`config.mk`:
```
export PLATFORM = sky130hd
export DESIGN_NAME = utf8_stream_decoder
export DESIGN_NICKNAME = d
export VERILOG_FILES = /design/src/hw/rtl/u8d_pkg.sv /design/src/hw/rtl/utf8_stream_decoder.sv /design/src/hw/rtl/u8d_front.sv /design/src/hw/rtl/u8d_queue.sv /design/src/hw/rtl/u8d_back.sv
export SDC_FILE = /design/constraint.sdc
export NUM_CORES = 1
export LEC_CHECK = 0
export BUFFER_PORTS_ARGS = -buffer_cell sky130_fd_sc_hd__buf_4
export CORE_AREA = 3 3 221 223
export CTS_CLUSTER_SIZE = 25
export DETAILED_ROUTE_END_ITERATION = 10
export DIE_AREA = 0 0 224 226
export GPL_TIMING_DRIVEN = 0
export HOLD_SLACK_MARGIN = 0.05
export MAX_ROUTING_LAYER = met4
export PLACE_DENSITY_LB_ADDON = 0.12
export RECOVER_POWER = 50
export SLEW_MARGIN = 40
export SYNTH_ARGS = -nofsm -noshare
export SYNTH_HDL_FRONTEND = slang
export SYNTH_SLANG_ARGS = --single-unit
```
`constraint.sdc`:
```
create_clock -name clk -period 8.9 [get_ports clk]
set_clock_uncertainty 0.1 [all_clocks]
set_input_delay 0.89 -clock clk [delete_from_list [all_inputs] [get_ports clk]]
set_output_delay 0.89 -clock clk [all_outputs]
set_load 0.05 [all_outputs]
```
`src/hw/rtl/u8d_pkg.sv`:
```
`default_nettype none
package u8d_pkg;

  // Byte offset counter range; the offset saturates at the smaller of
  // 2^OFFSET_WIDTH-1 and the 32-bit output field's maximum.
  localparam int OFFSET_WIDTH = 32;
  localparam logic [31:0] OFS_LIMIT = (OFFSET_WIDTH >= 32) ? 32'hFFFF_FFFF :
                                      32'((64'd1 << OFFSET_WIDTH) - 64'd1);

  localparam int CP_W    = 31;
  localparam int CNT_W   = 32;
  localparam int IN_DW   = 8;
  localparam int OUT_DW  = 96;   // code point, offset, total, zero pad

  // Result queue between decoder and output stage
  localparam int QDEPTH  = 4;
  localparam int QPTR_W  = $clog2(QDEPTH);
  localparam int QCNT_W  = $clog2(QDEPTH + 1);

  localparam logic [CNT_W-1:0] CNT_MAX    = 32'hFFFF_FFFF;
  localparam logic [CP_W-1:0]  CP_STRICT_MAX = 31'h10_FFFF;
  localparam logic [CP_W-1:0]  CP_SURR_LO = 31'h0000_D800;
  localparam logic [CP_W-1:0]  CP_SURR_HI = 31'h0000_DFFF;

  localparam logic [7:0] B_ASCII_END = 8'h80;
  localparam logic [7:0] B_LEAD_MIN  = 8'hC0;
  localparam logic [7:0] B_LEAD3     = 8'hE0;
  localparam logic [7:0] B_LEAD4     = 8'hF0;
  localparam logic [7:0] B_LEAD5     = 8'hF8;
  localparam logic [7:0] B_LEAD6     = 8'hFC;
  localparam logic [7:0] B_BAD_MIN   = 8'hFE;
  localparam logic [7:0] B_PAY_MASK  = 8'h3F;
  localparam logic [1:0] CONT_TAG    = 2'b10;

  typedef struct packed {
    logic [CP_W-1:0]  code_point;
    logic             decode_error;
    logic [CNT_W-1:0] char_offset;
    logic [CNT_W-1:0] char_total;
    logic             text_done;
  } u8d_result_t;

  // Queue status seen by the decoder
  typedef struct packed {
    logic full;
    logic empty;
  } u8d_qstat_t;

  // Smallest legal value for a sequence with the given continuation count
  function automatic logic [CP_W-1:0] min_for_len(input logic [2:0] cnt);
    logic [CP_W-1:0] m;
    begin
      unique case (cnt)
        3'd1:    m = 31'h0000_0080;
        3'd2:    m = 31'h0000_0800;
        3'd3:    m = 31'h0001_0000;
        3'd4:    m = 31'h0020_0000;
        3'd5:    m = 31'h0400_0000;
        default: m = '0;
      endcase
      return m;
    end
  endfunction

endpackage
`default_nettype wire

```
`src/hw/rtl/utf8_stream_decoder.sv`:
```
// Extended UTF-8 decoder: takes one text byte per beat (tlast on the final
// byte of a text) and returns one result per finished character, per first
// error of a text, and per end of text, carrying a 31-bit code point, byte
// offset of the character start and running character count. Throughput is
// one byte per clock while the result queue has room; the decoder writes each
// result into the 4-entry result queue, and the output register reads it from
// there. in_tready drops only while that queue is full. cfg_wr_en/cfg_wr_data
// set strict mode (reset 1), which also rejects values above 0x10FFFF and
// surrogates; write it only while no text is in flight.
`default_nettype none
module utf8_stream_decoder (
  input  wire logic                        clk,
  input  wire logic                        rst_n,
  // Byte input
  input  wire logic                        in_tvalid,
  output logic                             in_tready,
  input  wire logic [7:0]                  in_tdata,   // [7:0] text_byte
  input  wire logic                        in_tlast,   // end_of_text
  // Strict mode register
  input  wire logic                        cfg_wr_en,
  input  wire logic                        cfg_wr_data,
  // Results
  output logic                             out_tvalid,
  input  wire logic                        out_tready,
  // [30:0] code_point, [62:31] char_offset, [94:63] char_total, [95] zero
  output logic [u8d_pkg::OUT_DW-1:0]       out_tdata,
  output logic                             out_tuser,  // decode_error
  output logic                             out_tlast   // text_done
);
  import u8d_pkg::*;

  u8d_qstat_t  qstat;
  logic        push, pop;
  u8d_result_t push_data, pop_data;

  u8d_front u_front (
    .clk         (clk),
    .rst_n       (rst_n),
    .in_tvalid   (in_tvalid),
    .in_tready   (in_tready),
    .in_tdata    (in_tdata),
    .in_tlast    (in_tlast),
    .cfg_wr_en   (cfg_wr_en),
    .cfg_wr_data (cfg_wr_data),
    .qstat       (qstat),
    .push        (push),
    .push_data   (push_data)
  );

  u8d_queue u_queue (
    .clk       (clk),
    .rst_n     (rst_n),
    .push      (push),
    .push_data (push_data),
    .pop       (pop),
    .pop_data  (pop_data),
    .qstat     (qstat)
  );

  u8d_back u_back (
    .clk        (clk),
    .rst_n      (rst_n),
    .qstat      (qstat),
    .pop_data   (pop_data),
    .pop        (pop),
    .out_tvalid (out_tvalid),
    .out_tready (out_tready),
    .out_tdata  (out_tdata),
    .out_tuser  (out_tuser),
    .out_tlast  (out_tlast)
  );

endmodule
`default_nettype wire

```
`src/hw/rtl/u8d_front.sv`:
```
`default_nettype none
module u8d_front (
  input  wire logic                        clk,
  input  wire logic                        rst_n,
  input  wire logic                        in_tvalid,
  output logic                             in_tready,
  input  wire logic [7:0]                  in_tdata,
  input  wire logic                        in_tlast,
  input  wire logic                        cfg_wr_en,
  input  wire logic                        cfg_wr_data,
  input  wire u8d_pkg::u8d_qstat_t         qstat,
  output logic                             push,
  output u8d_pkg::u8d_result_t             push_data
);
  import u8d_pkg::*;

  logic             strict_r;
  logic [CP_W-1:0]  partial_r, partial_nxt;
  logic [2:0]       remain_r, remain_nxt;
  logic [2:0]       seqlen_r, seqlen_nxt;
  logic             hold_r, hold_nxt;
  logic [CNT_W-1:0] byte_ofs_r, byte_ofs_nxt;
  logic [CNT_W-1:0] start_r, start_nxt;
  logic [CNT_W-1:0] count_r, count_nxt;

  logic             acc;
  logic             fail;
  logic [2:0]       cnt;
  logic [CP_W-1:0]  v;
  logic             bad;

  // One result at most per byte, so a free queue slot is enough
  assign in_tready = !qstat.full;
  assign acc       = in_tvalid && in_tready;

  // Per-byte decode
  always_comb begin
    partial_nxt  = partial_r;
    remain_nxt   = remain_r;
    seqlen_nxt   = seqlen_r;
    hold_nxt     = hold_r;
    byte_ofs_nxt = byte_ofs_r;
    start_nxt    = start_r;
    count_nxt    = count_r;
    push         = 1'b0;
    push_data    = '0;
    fail         = 1'b0;
    cnt          = 3'd1;
    v            = {CONT_TAG, in_tdata[5:0], partial_r[22:0]};
    bad          = 1'b0;
    if (acc) begin
      if (byte_ofs_r < OFS_LIMIT) begin
        byte_ofs_nxt = byte_ofs_r + 32'd1;
      end
      if (hold_r) begin
        if (in_tlast) begin
          push      = 1'b1;
          push_data = '{code_point: '0, decode_error: 1'b1, char_offset: start_r,
                        char_total: count_r, text_done: 1'b1};
        end
      end else if (remain_r == 3'd0) begin
        start_nxt = byte_ofs_r;
        if (in_tdata < B_ASCII_END) begin
          count_nxt = (count_r == CNT_MAX) ? count_r : count_r + 32'd1;
          push      = 1'b1;
          push_data = '{code_point: {23'd0, in_tdata}, decode_error: 1'b0,
                        char_offset: byte_ofs_r, char_total: count_nxt,
                        text_done: in_tlast};
        end else if (in_tdata < B_LEAD_MIN || in_tdata >= B_BAD_MIN) begin
          fail = 1'b1;
        end else begin
          priority if (in_tdata >= B_LEAD6) cnt = 3'd5;
          else if (in_tdata >= B_LEAD5)     cnt = 3'd4;
          else if (in_tdata >= B_LEAD4)     cnt = 3'd3;
          else if (in_tdata >= B_LEAD3)     cnt = 3'd2;
          else                              cnt = 3'd1;
          partial_nxt = {23'd0, in_tdata & (B_PAY_MASK >> cnt)};
          remain_nxt  = cnt;
          seqlen_nxt  = cnt;
          fail        = in_tlast;
        end
      end else if (in_tdata[7:6] != CONT_TAG) begin
        fail = 1'b1;
      end else begin
        // Continuation: shift in six payload bits
        v           = {partial_r[CP_W-7:0], in_tdata[5:0]};
        partial_nxt = v;
        remain_nxt  = remain_r - 3'd1;
        if (remain_nxt == 3'd0) begin
          bad = (v < min_for_len(seqlen_r)) ||
                (strict_r && (v > CP_STRICT_MAX ||
                              (v >= CP_SURR_LO && v <= CP_SURR_HI)));
          if (bad) begin
            fail = 1'b1;
          end else begin
            count_nxt = (count_r == CNT_MAX) ? count_r : count_r + 32'd1;
            push      = 1'b1;
            push_data = '{code_point: v, decode_error: 1'b0, char_offset: start_r,
                          char_total: count_nxt, text_done: in_tlast};
          end
        end else if (in_tlast) begin
          fail = 1'b1;
        end
      end

      // First error of the text: report at the character start, then hold
      if (fail) begin
        push        = 1'b1;
        push_data   = '{code_point: '0, decode_error: 1'b1, char_offset: start_nxt,
                        char_total: count_nxt, text_done: in_tlast};
        hold_nxt    = 1'b1;
        remain_nxt  = 3'd0;
        partial_nxt = '0;
      end

      // End of text clears everything but the mode
      if (in_tlast) begin
        partial_nxt  = '0;
        remain_nxt   = 3'd0;
        seqlen_nxt   = 3'd0;
        hold_nxt     = 1'b0;
        byte_ofs_nxt = '0;
        start_nxt    = '0;
        count_nxt    = '0;
      end
    end
  end

  // State registers
  always_ff @(posedge clk) begin
    if (!rst_n) begin
      strict_r   <= 1'b1;
      partial_r  <= '0;
      remain_r   <= 3'd0;
      seqlen_r   <= 3'd0;
      hold_r     <= 1'b0;
      byte_ofs_r <= '0;
      start_r    <= '0;
      count_r    <= '0;
    end else begin
      if (cfg_wr_en) begin
        strict_r <= cfg_wr_data;
      end
      partial_r  <= partial_nxt;
      remain_r   <= remain_nxt;
      seqlen_r   <= seqlen_nxt;
      hold_r     <= hold_nxt;
      byte_ofs_r <= byte_ofs_nxt;
      start_r    <= start_nxt;
      count_r    <= count_nxt;
    end
  end

endmodule
`default_nettype wire

```
`src/hw/rtl/u8d_queue.sv`:
```
`default_nettype none
module u8d_queue (
  input  wire logic                  clk,
  input  wire logic                  rst_n,
  input  wire logic                  push,
  input  wire u8d_pkg::u8d_result_t  push_data,
  input  wire logic                  pop,
  output u8d_pkg::u8d_result_t       pop_data,
  output u8d_pkg::u8d_qstat_t        qstat
);
  import u8d_pkg::*;

  u8d_result_t       slot_r [QDEPTH];
  logic [QPTR_W-1:0] wr_ptr_r, wr_ptr_nxt;
  logic [QPTR_W-1:0] rd_ptr_r, rd_ptr_nxt;
  logic [QCNT_W-1:0] fill_r, fill_nxt;
  logic              do_push, do_pop;

  assign qstat.full  = (fill_r == QCNT_W'(QDEPTH));
  assign qstat.empty = (fill_r == '0);
  assign do_push     = push && !qstat.full;
  assign do_pop      = pop && !qstat.empty;
  assign pop_data    = slot_r[rd_ptr_r];

  // Pointer and fill bookkeeping
  always_comb begin
    wr_ptr_nxt = do_push ? wr_ptr_r + QPTR_W'(1) : wr_ptr_r;
    rd_ptr_nxt = do_pop  ? rd_ptr_r + QPTR_W'(1) : rd_ptr_r;
    fill_nxt   = fill_r + QCNT_W'(do_push) - QCNT_W'(do_pop);
  end

  always_ff @(posedge clk) begin
    if (!rst_n) begin
      wr_ptr_r <= '0;
      rd_ptr_r <= '0;
      fill_r   <= '0;
    end else begin
      wr_ptr_r <= wr_ptr_nxt;
      rd_ptr_r <= rd_ptr_nxt;
      fill_r   <= fill_nxt;
    end
  end

  // Payload slots
  always_ff @(posedge clk) begin
    if (do_push) begin
      slot_r[wr_ptr_r] <= push_data;
    end
  end

endmodule
`default_nettype wire

```
`src/hw/rtl/u8d_back.sv`:
```
`default_nettype none
module u8d_back (
  input  wire logic                          clk,
  input  wire logic                          rst_n,
  input  wire u8d_pkg::u8d_qstat_t           qstat,
  input  wire u8d_pkg::u8d_result_t          pop_data,
  output logic                               pop,
  output logic                               out_tvalid,
  input  wire logic                          out_tready,
  output logic [u8d_pkg::OUT_DW-1:0]         out_tdata,
  output logic                               out_tuser,
  output logic                               out_tlast
);
  import u8d_pkg::*;

  u8d_result_t res_r;
  logic        valid_r, valid_nxt;

  // Refill the output register when it is empty or being taken
  assign pop       = !qstat.empty && (!valid_r || out_tready);
  assign valid_nxt = pop || (valid_r && !out_tready);

  always_ff @(posedge clk) begin
    if (!rst_n) begin
      valid_r <= 1'b0;
    end else begin
      valid_r <= valid_nxt;
    end
  end

  always_ff @(posedge clk) begin
    if (pop) begin
      res_r <= pop_data;
    end
  end

  assign out_tvalid = valid_r;
  assign out_tdata  = {1'b0, res_r.char_total, res_r.char_offset, res_r.code_point};
  assign out_tuser  = res_r.decode_error;
  assign out_tlast  = res_r.text_done;

endmodule
`default_nettype wire

```
* Yosys cells after proc, flatten, opt, wreduce, memory -nomap -nowiden *
Memories as Yosys holds them, arrays and structs flattened. A register that Yosys moved wholly into a read port is not among the register bits.
Index checks and enable logic that the tools add are counted.

operators by class
  reduce and logical (&&, ||, !) cells = 26
  div/mod/pow operators = 0
  order comparisons = 12
  shifts and indexed selects = 1
  eq/ne operators = 15
  $mul = 0
  add/subtract/negate cells = 7
  bitwise gates (word level) = 1
  muxes and demuxes = 75

operator list
  operator                 number
  $mux W97                 7
  $mux W32                 13
  $mux W25                 7
  $mux W31                 5
  $pmux W27 S5             1
  $mux W74                 1
  $mux W66                 1
  $add A32 B1 Y32 const B  2
  $mux W3                  18
  $ge A8 B8 Y1 const B     5
  $eq A32 B32 Y1 const B   1
  $lt A32 B32 Y1 const B   1
  $ge A31 B16 Y1 const B   1
  $gt A31 B21 Y1 const B   1
  $le A31 B16 Y1 const B   1
  $lt A31 B31 Y1           1
  $mux W1                  21
  $lt A8 B8 Y1 const B     2
  $reduce_and A5 Y1        2
  $eq A3 B3 Y1 const B     3
  $logic_not A3 Y1         3
  $and A8 B8 Y8            1
  $ne A2 B2 Y1 const B     4
  $ne A4 B4 Y1 const B     2
  15 further kinds         33

storage, ports and cells
  memories kept = 1
  ROM bits = 0
  input bits = 15
  RAM bits = 388
  output and inout bits = 100
  bits in latches = 0
  bits in registers = 137
  word-level logic and storage cells = 150

memories
  memory          depth  bits a word  rd ports  clocked after Yosys merged registers in  write ports  RTL line         RTL
  u_queue.slot_r  4      97           1         1                                        1            u8d_queue.sv:13  u8d_result_t slot_r [QDEPTH];

* Depth between registers and ports, before layout *
  depth in word-level cells = 20
  gate-level depth with buffers = 17
  mapped depth without buffers = 14

* Modules after synthesis *
Synthesis repeated with hierarchy kept, for this count alone.

unflattened totals
  cell total of the unflattened synthesis = 1728
  area total of the unflattened synthesis = 26041.2 sq um

by module, submodules not included
  module     cells an instance  area an instance (sq um)  seq. area each (sq um)  instances
  u8d_queue  558                14458.9                   11831.3                 1
  u8d_front  1067               8614.5                    2582.5                  1
  u8d_back   103                2967.8                    2932.8                  1

* Worst setup path before layout *
OpenSTA, ideal clock, no wires.

  path kind = input -> register
  from = input port out_tready
  to = register u_queue.fill_r[2]
  required time = 8.685 ns
  path slack = 1.104 ns
  arrival = 7.581 ns
  library setup time = 0.115 ns
  cell stages on the path = 10
  path buffers = 0
  path through = inv_1 -> a21oi_1 -> ha_1 -> inv_1 -> ha_1 -> inv_1 -> fa_1 -> xnor2_1 -> xnor2_1 -> and2_1

on the way
  cells in the longest elaborated chain, start to end = 4

RTL lines
  item                  RTL line                   RTL
  from (decl)           utf8_stream_decoder.sv:24  input wire logic out_tready,
  $logic_or A1 B1 Y1    u8d_back.sv:20             assign pop = !qstat.empty && (!valid_r || out_tready);
  $logic_and A1 B1 Y1   u8d_back.sv:20
  named net pop         utf8_stream_decoder.sv:33  logic push, pop;
  $logic_and A1 B1 Y1   u8d_queue.sv:22            assign do_pop = pop && !qstat.empty;
  $sub A3 B1 Y3         u8d_queue.sv:29            fill_nxt = fill_r + QCNT_W'(do_push) - QCNT_W'(do_pop);
  to (signal assigned)  u8d_queue.sv:40            fill_r <= fill_nxt;
  to (decl)             u8d_queue.sv:16            logic [QCNT_W-1:0] fill_r, fill_nxt;

The timed path passes the listed nets, and every way through them passes these cells.
A chain may end at the register's enable or synchronous reset.

==> metrics <==
worst hold path type in2reg; final hold vios 0; Tot Pwr 0.00867 W; minimum clock period approximately 5.6 ns; share of layout cells above drive strength 1 roughly an eighth; CTS tree yes; Slew HR -35.1%; setup ws final roughly 3.3 ns; Netlist cell types 70; post-synth top area share between 50% and 60%; Die ar. roughly 0.051 mm²; Die Height between 200 and 250 µm; final setup vio count 0; CTS max path bufs 3; Top FF cell, synth edfxtp_1; Worst setup EP type flip-flop; Seq/Total Area, Yosys approximately 69%; peak supply drop between 0.00015 and 0.0002 V; clock-pin slew on the worst setup and hold paths approximately 0.060 ns; pre-CTS WS 4.56 ns; # port buffers 113; fmax between 0.15 and 0.2 GHz; DRT Wirelength between 50 and 60 mm; Syn Nets around 1,600; area leader, netlist edfxtp_1; RSZ-0062 raised after global routing false; Leak just under 10 nW; WS Path Type reg2reg; DP Cell Count ~2,300; remaining global-route overflow 0; Setup Buffers After CTS 0; number of synthesized flops with an enable pin 485; pwr/cell area between 300 and 400 mW/mm²; Total GRT Usage roughly 23%; IO Pins 115; cell with the most instances after synthesis edfxtp_1; Crit Path Max Fanout 10; Pre-antenna DRT Iters 5; synthesized area approximately 0.025 mm²; mean post-synth cell area ~16 µm²; drt wl/cell about 23 µm; Tcrit/Tclk final 63.3%; ANT nets after route 0; Yosys reg bits 622; residual DRC count 0; CTS Sinks approximately 620; Critical Path Source Type flip-flop; Hold-fix buffers, CTS 0; Cells after Synth between 1,500 and 2,000; largest net degree at the start of global routing 36; starting density of the core around 53%; status complete, but fails checks; CP max stage cell a221oi_1; H-Tree Depth 2; Finished Layout Cells between 2,000 and 2,500; DP Wirelength about 38 mm; slowest stage delay, CP 1.62 ns; CTS Root Cell clkbuf_16; Synth top cells by count 485 x edfxtp_1, 137 x dfxtp_1, 97 x mux4_2; Nets 1,830; violated checks capacitance limit, slew limit; first-pass GRT wire length about 87 mm; CTS-repair resized insts 0; Area growth, synth to finish 14.0%; final estimated routing congestion in global placement 0.954; Worst EP required ~9 ns; Antenna Cells 0; die width between 200 and 250 µm; Core Util, Final 60.7%; Worst Path Arrival about 6.0 ns; Yosys warning count 0; vias in the first global route roughly 15,000; antenna violations before repair 1; CTS buffer count 61; routed vias/inst about 6; # Max-Cap Violations 1; later-pin clock latency in the skew report roughly 0.63 ns; fin. max-slew vios 11; initial DRC count approximately 1,100; Tightest Pin Transition 2.03 ns; via count about 14,000; Synth async-reset ratio 0%; core area 0.0468 mm²; Core Rows between 70 and 80; Sum Neg Setup Slack 0 ns; CP Cell Sequence or3b_2 -> ha_1 -> or4_1 -> a221o_1 -> a221oi_1 -> nor2_1 -> nor2_2 -> a2bb2oi_1; dominant cells by area after synthesis edfxtp_1 58%, dfxtp_1 11%, mux4_2 8.8%
## where the power goes
part / internal (W) / total, W / switching [W]
registers: 0.00369 / 0.00380 / 0.000108
clock network: 0.00149 / 0.00257 / 0.00108
logic: 0.000573 / 0.00230 / 0.00173
## state kept, by name (all words and copies together), names as in the netlist
signal and flops:
u_back.out_tdata 95, u_front.hold_r 1, u_front.strict_r 1, u_queue.wr_ptr_r 2, u_queue.fill_r 3, u_front.seqlen_r 3, u_front.partial_r 25, u_front.remain_r 3
u_front.byte_ofs_r 32, u_back.out_tuser 1, u_front.start_r 32, u_front.count_r 32, u_back.out_tvalid 1, u_queue.rd_ptr_r 2, u_queue.slot_r 388, u_back.out_tlast 1
## cells by family (layout without fill, tap and decap cells)
kind of cell | count (synthesis) | in the layout | share of synthesized area (%)
AND/OR/NAND/NOR | 424 | 424 | 9.15
XOR/XNOR | 50 | 50 | 1.76
multiplexers | 100 | 100 | 8.89
adder cells (fa/ha/maj) | 16 | 16 | 0.834
buffers and inverters | 116 | 364 | 1.87
other | 1 | 1 | 0.0151
AO/OA/AOI/OAI | 275 | 275 | 8.03
flip-flops | 622 | 622 | 69.5
## area by class of cell
| class | count | area (µm²) |
|---|---|---|
| fillers | 3600 | 18400 |
| flip-flops and latches | 622 | 17300 |
| multi-input cells | 866 | 7120 |
| clock buffers | 84 | 1700 |
| well taps | 607 | 759 |
| repair buffers | 132 | 739 |
| plain buffers | 89 | 340 |
| clock inverters | 32 | 325 |
| inverters | 27 | 101 |
## path summary, 6_finish.rpt
| path | startpoint | end | slack [ns] | cells after the start |
|---|---|---|---|---|
| worst max-delay path | u_front.seqlen_r[2] | u_queue.slot_r[3][18] | 3.27 | 8 |
| worst min-delay path | cfg_wr_data | u_front.strict_r | 0.38 | 3 |
| worst max register to register | u_front.seqlen_r[2] | u_queue.slot_r[3][18] | 3.27 | 8 |
| worst min register to register | u_front.partial_r[0] | u_front.partial_r[0] | 0.40 | 2 |
## metal layers
layer,global-route usage [%],vias up,part of all wire (%)
met5,-,-,0
met4,5.94,0,2.2
met3,4.15,82,5.2
met2,37.6,371,49
met1,30.6,7379,43
li1,-,6666,-
## placed cells by master (no fill, tap or decap), types with 8 or more instances in the layout
cell type  count
nand3_1       34
a22o_1        50
a22oi_1       39
inv_1         26
clkinv_1       8
a21oi_1       36
buf_12        12
xnor2_1       33
ha_1          15
nand2_1       70
clkbuf_8       9
nor2_1        84
xor2_1        17
nand4_1       19
clkbuf_16     61
o21ai_0       39
and2_0        37
and4_1        12
edfxtp_1     485
a21o_1        37
o31ai_1       11
mux4_2        97
dfxtp_1      137
clkinv_2      10
nor3_1        40
and3_1        21
a21boi_0       9
a31oi_1        8
nor4_1        12
buf_4         14
clkbuf_1     207
and2_1        13
nor2b_1       42
## critical path, delay by kind of cell, from the launching register on
kind            cells  cell delay, ns
simple gates        4            2.34
flops               1            0.40
compound gates      3            2.37
fa+ha+maj           1            0.19
## stage by stage
| step | hold WS, ns | cell area [µm²] |
|---|---|---|
| 2_1_floorplan | 0.352 | 24900 |
| 3_3_place_gp | 0.374 | 26500 |
| 3_5_place_dp | 0.388 | 26900 |
| 4_1_cts | 0.344 | 28900 |
| 5_1_grt | 0.360 | 28400 |
| 6_report | 0.381 | 28400 |
(Power assumes the default switching activity.)
